**src/hw/rtl/bocc_pkg.sv**
```systemverilog
package bocc_pkg;

  // Largest image the stores hold.
  localparam int unsigned MaxRows = 64;
  localparam int unsigned MaxCols = 64;

  // Width of the dimension registers and of the row and column indexes.
  localparam int unsigned DimW = 7;
  localparam int unsigned RowW = $clog2(MaxRows);
  localparam int unsigned ColW = $clog2(MaxCols);

  localparam logic [DimW-1:0] HeightReset = DimW'(MaxRows);
  localparam logic [DimW-1:0] WidthReset  = DimW'(MaxCols);

  typedef enum logic [0:0] {
    ActLoad = 1'b0,
    ActRead = 1'b1
  } action_e;

  typedef enum logic [0:0] {
    RegHeight = 1'b0,
    RegWidth  = 1'b1
  } reg_idx_e;

  // Commands from the controller to the datapath.
  typedef struct packed {
    logic            ld_en;      // store one loaded pixel
    logic            match_set;  // last pixel loaded, arm the match flag
    logic            rd_issue;   // fetch the eroded row for a readout beat
    logic            out_load;   // fill the output register
    logic            out_ok;     // result is valid (image processed)
    logic            prc_dil;    // current pass is the dilation pass
    logic            prc_init;   // first tap of a row: clear the accumulator
    logic            prc_rd;     // fetch a neighbor row
    logic            prc_acc;    // fold the fetched row into the accumulator
    logic            prc_wr;     // last tap: write or check the row
    logic [RowW-1:0] prc_row;    // row under work
    logic [RowW-1:0] prc_nrow;   // neighbor row being fetched
  } cmd_t;

  // Status from the datapath to the controller.
  typedef struct packed {
    logic            ld_last;    // next load is the final pixel
    logic            out_free;   // output register can take a beat
    logic [RowW-1:0] height_m1;  // index of the last row
  } status_t;

  // A zero dimension becomes one, a value above the maximum saturates.
  function automatic logic [DimW-1:0] clamp_dim(logic [DimW-1:0] v, logic [DimW-1:0] maxv);
    logic [DimW-1:0] r;
    r = v;
    if (v == '0) begin
      r = DimW'(1);
    end else if (v > maxv) begin
      r = maxv;
    end
    return r;
  endfunction

endpackage

```
**src/hw/rtl/bocc_ctrl.sv**
```systemverilog
module bocc_ctrl (
  input  logic              clk_i,
  input  logic              rst_ni,
  input  logic              s_valid_i,
  input  logic              action_i,
  input  logic              cfg_we_i,
  input  bocc_pkg::status_t st_i,
  output logic              s_ready_o,
  output bocc_pkg::cmd_t    cmd_o
);
  import bocc_pkg::*;

  typedef enum logic [3:0] {
    SIdle = 4'b0001,
    SEro  = 4'b0010,
    SDil  = 4'b0100,
    SRead = 4'b1000
  } state_e;

  state_e          state_q, state_d;
  logic [1:0]      tap_q, tap_d;
  logic [RowW-1:0] prow_q, prow_d;
  logic            done_q, done_d;
  logic            accept;
  logic            in_proc;

  assign s_ready_o = (state_q == SIdle);
  assign accept    = s_valid_i & s_ready_o;
  assign in_proc   = (state_q == SEro) || (state_q == SDil);

  always_comb begin
    cmd_o           = '0;
    cmd_o.ld_en     = accept && (action_i == ActLoad) && !done_q;
    cmd_o.match_set = cmd_o.ld_en && st_i.ld_last;
    cmd_o.rd_issue  = accept && (action_i == ActRead) && done_q;
    cmd_o.out_load  = (state_q == SRead) && st_i.out_free;
    cmd_o.out_ok    = done_q;
    cmd_o.prc_dil   = (state_q == SDil);
    cmd_o.prc_row   = prow_q;
    // Taps 0..2 fetch rows r-1, r, r+1; rows outside the image are skipped.
    cmd_o.prc_nrow  = prow_q + RowW'(tap_q) - RowW'(1);
    if (in_proc) begin
      cmd_o.prc_init = (tap_q == 2'd0);
      cmd_o.prc_rd   = ((tap_q == 2'd0) && (prow_q != '0)) || (tap_q == 2'd1) ||
                       ((tap_q == 2'd2) && (prow_q != st_i.height_m1));
      cmd_o.prc_acc  = (tap_q == 2'd1) || (tap_q == 2'd2);
      cmd_o.prc_wr   = (tap_q == 2'd3);
    end
  end

  always_comb begin
    state_d = state_q;
    tap_d   = tap_q;
    prow_d  = prow_q;
    done_d  = done_q;
    case (state_q)
      SIdle: begin
        if (cmd_o.match_set) begin
          state_d = SEro;
          tap_d   = '0;
          prow_d  = '0;
        end else if (accept && (action_i == ActRead)) begin
          state_d = SRead;
        end
      end
      SEro, SDil: begin
        tap_d = tap_q + 2'd1;
        if (tap_q == 2'd3) begin
          if (prow_q == st_i.height_m1) begin
            prow_d = '0;
            if (state_q == SEro) begin
              state_d = SDil;
            end else begin
              state_d = SIdle;
              done_d  = 1'b1;
            end
          end else begin
            prow_d = prow_q + RowW'(1);
          end
        end
      end
      SRead: begin
        if (st_i.out_free) begin
          state_d = SIdle;
        end
      end
      default: begin
        state_d = SIdle;
      end
    endcase
    if (cfg_we_i) begin
      done_d = 1'b0;
    end
  end

  always_ff @(posedge clk_i or negedge rst_ni) begin
    if (!rst_ni) begin
      state_q <= SIdle;
      tap_q   <= '0;
      prow_q  <= '0;
      done_q  <= 1'b0;
    end else begin
      state_q <= state_d;
      tap_q   <= tap_d;
      prow_q  <= prow_d;
      done_q  <= done_d;
    end
  end

endmodule

```
**config.mk**
```make
export PLATFORM = sky130hd
export DESIGN_NAME = bocc_ctrl
export DESIGN_NICKNAME = d
export VERILOG_FILES = /design/src/hw/rtl/bocc_pkg.sv /design/src/hw/rtl/bocc_ctrl.sv
export SDC_FILE = /design/constraint.sdc
export NUM_CORES = 1
export LEC_CHECK = 0
export CORE_UTILIZATION = 55
export CTS_BUF_LIST = sky130_fd_sc_hd__clkbuf_4 sky130_fd_sc_hd__clkbuf_8
export CTS_CLUSTER_SIZE = 8
export DETAILED_ROUTE_END_ITERATION = 7
export DONT_BUFFER_PORTS = 1
export GPL_TIMING_DRIVEN = 0
export PLACE_DENSITY = 0.7
export SYNTH_ARGS = -nofsm -noshare
export SYNTH_HDL_FRONTEND = slang
export SYNTH_SLANG_ARGS = --single-unit
```
**constraint.sdc**
```tcl
create_clock -name clk_i -period 3.6 [get_ports clk_i]
set_clock_uncertainty 0.05 [all_clocks]
set_input_delay 0 -clock clk_i [delete_from_list [all_inputs] [get_ports clk_i]]
set_output_delay 0 -clock clk_i [all_outputs]
set_load 0.02 [all_outputs]
```
==> metrics.txt, run 1 <==
vias in the first global route=939; main area contributors after synthesis=dfrtp_1, ha_1, xnor2_1; Vias=966; WHS=43.6 ps; gr ovfl total=0; yosys warns=0; # clock sinks=13; Initial Util=59.5%; setup violators final=0; Leak Pwr=0.624 nW; final hold vios=0; clock tree root driver cell=clkbuf_4; Nets=170; worst-skew pair later-pin latency=270 ps; DRC viols=0; DRT Pass-1 Iters=4; die extent in x=48.5 um; Syn Nets=160; Setup TNS=0 ps; uppermost routed layer=met4; status=finished clean; Reg clk slew, reported paths=80 ps; Yosys top cell area share=25.2%; critical path class=register to output pin; clock power share=11.5%; layout cells sized above 1=10.8%; worst endpoint data arrival time=2710 ps; DRT Wirelength=2550 um; worst slew margin relative to its limit=32.0%; Vias/cell=5.82; ant diodes=0; Worst setup EP type=output pin; CP required=3550 ps; Rows=16; initial drt markers=12; Layout Cells excl Fill=166; pre-CTS WS=1150 ps; Met2 Wirelength=1250 um; Worst setup SP type=register; worst hold path class=primary input to output pin; Final HPWL DP=1900 um; Psw=430 uW; CTS max path bufs=2; Post-CTS Setup Inserts=0; Synth area leader=dfrtp_1; CTS tree=built; dpl cells=157; fin worst setup slack=838 ps; average routed wire per standard cell=15.4 um; Int Pwr=430 uW; crit-path max FO=6; total core area=2000 um2; all-layer global routing usage=23.7%; Final GP Congestion=0.730; Pwr Density=659 nW/um2; Yosys reg bits=13; Max VDD drop=0.000411 V; register area share after synthesis=27.4%; sw frac=50.0%; # port buffers=0; Mapped Area=1190 um2; Comb power frac=63.1%; wl on met1=1160 um; RSZ-0062 raised after global routing=no; Inserted Clock Buffers=3; Seq pwr share=25.4%; Final min period=2760 ps; Die ar.=2360 um2; Final Core Density=65.2%; htree depth=1; Hold Buf Count CTS=5; post-route ant nets=0; initial antenna violation count=0; Gate Count Post-Synth=130; fill count=176; Yosys cell types=39; io pins=36; Post-Syn Area per Cell=9.16 um2; Least-Margin Pin Slew=1010 ps; largest net degree at the start of global routing=14; Die Ht=48.5 um; Achievable Freq=0.362 GHz; fin crit share=76.7%; max_cap viols=0; Pins Over Slew Limit=0; met3 wire length=124 um; area growth from synthesis to layout=9.56%; post-CTS sizing=0; first-pass GRT wire length=4400 um
-- path summary, 6_finish.rpt --
| path | startpoint | endpoint | slack, ps | cells past startpoint |
|---|---|---|---|---|
| setup / recovery | prow_q[1] | cmd_o[5] | 840 | 8 |
| hold / removal | action_i | cmd_o[21] | 40 | 1 |
| setup reg to reg | state_q[0] | prow_q[2] | 1380 | 5 |
| hold reg to reg | tap_q[1] | tap_q[1] | 510 | 1 |
| max in group asynchronous | rst_ni | tap_q[1] | 2990 | 1 |
| min in group asynchronous | rst_ni | state_q[3] | 120 | 1 |
-- cell type report --
class,count,area [um2],share of cell area (%)
tap,27,33.8,2.59
sequential,13,327,25.0
buffer,6,40.0,3.07
inverter,15,56.3,4.31
multi-input combinational,96,768,58.9
timing repair buffer,5,50.0,3.84
clock buffer,4,30.0,2.30
-- per-stage QoR --
| stage | power, mW | cell area, um2 |
|---|---|---|
| floorplan | 0.676 | 1190 |
| global placement | 0.733 | 1220 |
| detailed placement | 0.752 | 1220 |
| CTS | 0.864 | 1310 |
| global route | 0.939 | 1310 |
| finish | 0.860 | 1310 |
-- placed cells by master (no fill, tap or decap), types with 2 or more instances in the layout --
master,count
a211o_1,2
a21o_1,4
a21oi_1,3
and2_1,6
buf_2,2
buf_4,2
clkbuf_4,4
dfrtp_1,12
dlygate4sd3_1,5
ha_1,16
inv_1,15
nand2_1,9
nor2_1,8
nor3_1,4
nor4_1,2
nor4b_1,6
o21ai_0,4
o22a_1,2
o22ai_1,2
xnor2_1,10
-- cell usage after synthesis --
library cell  count
o311ai_1          1
o22a_1            2
inv_1            15
o22ai_1           2
buf_4             2
a21oi_1           3
nand4_1           1
and2_1            6
a21o_1            4
nor3_1            4
nor4b_1           6
a211o_1           2
or4b_1            1
nand2_1           9
dfstp_2           1
or4b_4            1
buf_2             2
o2bb2ai_1         1
xor2_1            1
clkbuf_1          1
nor3_2            1
o21ai_0           4
dfrtp_1          12
nor2_8            1
a21oi_4           1
nand3_1           1
and3_1            1
fa_1              1
ha_1             16
xnor2_1          10
buf_6             1
o21ai_1           1
nor4_1            2
or4bb_1           1
nand3b_1          1
mux2_2            1
nor2_1            8
a31oi_1           1
or3_1             1
-- routing by layer --
| layer | up-vias | GRT usage (%) |
|---|---|---|
| met4 | 0 | 2.45 |
| met5 | - | 0 |
| met2 | 27 | 42.3 |
| met3 | 2 | 7.55 |
| li1 | 470 | - |
| met1 | 467 | 28.8 |
-- power by group through the flow --
stage / Combinational [mW] / Clock (mW) / Sequential [mW]
4_1_cts: 0.542 / 0.104 / 0.217
6_report: 0.543 / 0.0992 / 0.218
5_1_grt: 0.605 / 0.110 / 0.224
2_1_floorplan: 0.464 / 0 / 0.212
3_5_place_dp: 0.532 / 0 / 0.221
3_3_place_gp: 0.514 / 0 / 0.219
-- sequential cells by signal, summed over array words and instances, names as in the netlist --
| signal | flops |
|---|---|
| done_q | 1 |
| state_q | 4 |
| prow_q | 6 |
| tap_q | 2 |
-- worst max-delay path, cell delays in order, from the launching register on --
cell,delay [ps]
dfrtp_1,590
inv_1,140
ha_1,300
inv_1,40
ha_1,220
fa_1,400
a21o_1,170
a21oi_1,170
xor2_1,390
-- cell families after synthesis --
kind of cell / share of synthesized area [%]
buffers and inverters: 8.09
DFF: 27.4
adders and majority gates: 18.5
and+or+nand+nor: 23.7
xor gates and xnor gates: 8.09
AOI/OAI and AO/OA: 13.2
muxes: 0.945
Note: power is estimated with default switching activity, not from simulation.
==> run 2: changes to the inputs <==
Settings changed: ABC_AREA set to 1, PLACE_DENSITY 0.7 to 0.73.
Clock period 3.6 ns to 2.34 ns, I/O delays scaled along.
==> run 2 against run 1 <==
Count of clock-buffer cells in the layout stayed put. Core utilization grew 4.5 points. Largest power group unchanged. Critical path type unchanged. Sequential cell count did not move. Non-clock buffer count grew 2.
==> metrics.txt, run 2 <==
Final min period=2220 ps; Post-Syn Area per Cell=7.32 um2 (-20%); all-layer global routing usage=24.3% (+0.58 points); DRT Wirelength=2610 um (+2.3%); ant diodes=0 (unchanged); Initial Util=60.9% (+1.4 points); Die Ht=49.6 um (+2.1%); most numerous cell in the Yosys netlist=nand2_1; post-route ant nets=0 (unchanged); final hold vios=0 (unchanged); Pwr Density=896 nW/um2 (+36%); Yosys top cell area share=24.1% (-1.1 points); fin worst setup slack=118 ps (-720 ps); async set or reset register ratio after synthesis=100% (unchanged); layout cells sized above 1=18.6% (+7.8 points); worst hold path class=primary input to register; area taken by multi-input logic gates=786 um2 (+2.3%); Synth area leader=dfrtp_1; average routed wire per standard cell=12.4 um (-19%); Pins Over Slew Limit=0 (unchanged); Mapped Area=1240 um2 (+4.4%); fin crit share=94.9%; DRC viols=0 (unchanged); Achievable Freq=0.450 GHz; total core area=2040 um2 (+2.0%); worst-skew pair later-pin latency=280 ps (about the same); Rows=16 (unchanged); initial drt markers=20 (+8); Primary FF master, synth=dfrtp_1; Reg clk slew, reported paths=80 ps (about the same); DRT Pass-1 Iters=4 (unchanged); Max VDD drop=0.000663 V (+61%); vias in the first global route=1108 (+18%); Power, Total=1.28 mW (+48%); setup violators final=0 (unchanged); pre-CTS WS=66.5 ps (-1080 ps); Syn Nets=200 (+25%); initial antenna violation count=0 (unchanged); clock tree root driver cell=clkbuf_4; max_cap viols=0 (unchanged); status=finished clean; Vias=1086 (+12%); Die ar.=2460 um2 (+4.2%); die extent in x=49.6 um (+2.1%); CTS max path bufs=2 (unchanged); commonest non-fill, non-tap cell in the layout=nand2_1; Final HPWL DP=1930 um (+1.5%); commonest non-fill, non-tap cells in the layout=nand2_1, inv_1, nor2_1, ha_1; Layout Cells excl Fill=210 (+27%); Nets=214 (+26%); Worst setup SP type=register; Largest Register=prow_q; worst slew margin relative to its limit=34.5% (+2.5 points); Yosys cell types=26 (-33%); yosys warns=0 (unchanged); Setup TNS=0 ps (unchanged); CP required=2290 ps (-1260 ps); crit-path max FO=7 (+1); Post-synth top cells=nand2_1, inv_1, ha_1, nor2_1, dfrtp_1; main area contributors after synthesis=dfrtp_1, ha_1, nand2_1; Final Core Density=69.7% (+4.5 points); dpl cells=197 (+25%); Worst setup EP type=output pin; first-pass GRT wire length=4570 um (+3.9%); # port buffers=0 (unchanged); number of flops mapped to enable cells by yosys=0 (unchanged); Yosys reg bits=13 (unchanged); Inserted Clock Buffers=3 (unchanged); worst endpoint data arrival time=2170 ps (-540 ps); final instance area=1420 um2 (+9.1%); hold depth=4 (+3); Seq. cell area=329 um2 (+0.77%); area growth from synthesis to layout=14.5%; Gate Count Post-Synth=170 (+31%); biggest regs=prow_q (6), state_q (4), tap_q (2); register area share after synthesis=26.3% (-1.2 points); critical path class=register to output pin; fill count=179 (+1.7%); CTS tree=built; Vias/cell=5.17 (-11%); gr ovfl total=0 (unchanged); # clock sinks=13 (unchanged); DP Area=1280 um2 (+4.3%); Leak Pwr=0.743 nW (+19%); io pins=36 (unchanged); RSZ-0062 raised after global routing=no; WHS=39.9 ps (-3.67 ps); largest net degree at the start of global routing=14 (unchanged); number of flip-flops under the largest register name=6 (unchanged); r2r worst-path depth=8 (+3); htree depth=1 (unchanged); Least-Margin Pin Slew=974 ps (-32.4 ps); Final GP Congestion=0.810 (+11%)
[run 2: cell count changes after synthesis, sizes merged, moves of 3 or more]
cell | before | now
a21o | 4 | 0
a21oi | 4 | 7
and2 | 6 | 0
inv | 15 | 32
nand2 | 9 | 44
nand3 | 1 | 13
nor2 | 9 | 19
nor3 | 5 | 0
nor4b | 6 | 0
o21ai | 5 | 9
xnor2 | 10 | 2
xor2 | 1 | 5
[run 2: critical path, cell delays in order, from the launching register on]
cell     delay (ps)
dfrtp_2         500
inv_2            80
ha_1            280
inv_1            40
ha_2            190
fa_2            380
xnor2_1         430
[run 2: cell families after synthesis]
kind of cell    synth area share (%)
fa+ha+maj                       17.7
xor+xnor                        4.93
simple gates                    29.8
buf+inv                         12.7
flops                           26.3
compound gates                  8.65
[run 2: where the power goes]
| group | internal [mW] | leakage (nW) | switching (mW) |
|---|---|---|---|
| Sequential | 0.274 | 0.172 | 0.0555 |
| Combinational | 0.283 | 0.552 | 0.510 |
| Clock | 0.0777 | 0.0184 | 0.0761 |
| Total | 0.635 | 0.743 | 0.641 |
[run 2: cell type report]
cell class / count / area share [%]
multi-input combinational: 121 / 55.2
sequential: 13 / 23.1
inverter: 32 / 8.44
timing repair buffer: 9 / 6.15
buffer: 4 / 2.64
tap: 27 / 2.37
clock buffer: 4 / 2.11
[run 2: layer usage]
layer  vias to the layer above  part of all wire [%]  track usage [%]
met5                         -                     0                0
met4                         0                     0             2.86
met3                         0                   4.1             6.17
met2                        29                    51             45.5
met1                       500                    45             28.0
li1                        557                     -                -
[run 2: path summary, 6_finish.rpt]
path / from / endpoint / slack, ps
setup / recovery: prow_q[1] / cmd_o[3] / 120
setup reg to reg: state_q[0] / state_q[0] / 440
max in group asynchronous: rst_ni / prow_q[1] / 1690
hold / removal: action_i / tap_q[1] / 40
hold reg to reg: state_q[2] / state_q[2] / 500
min in group asynchronous: rst_ni / state_q[3] / 110
[run 2: repair_timing]
item	4_1_cts	5_1_grt
hold buffers	8	0
resized for setup	3	5
endpoints found under the hold margin	20	0
buffers inserted	0	1
pin swaps	1	2
endpoints found under the setup margin	2	3
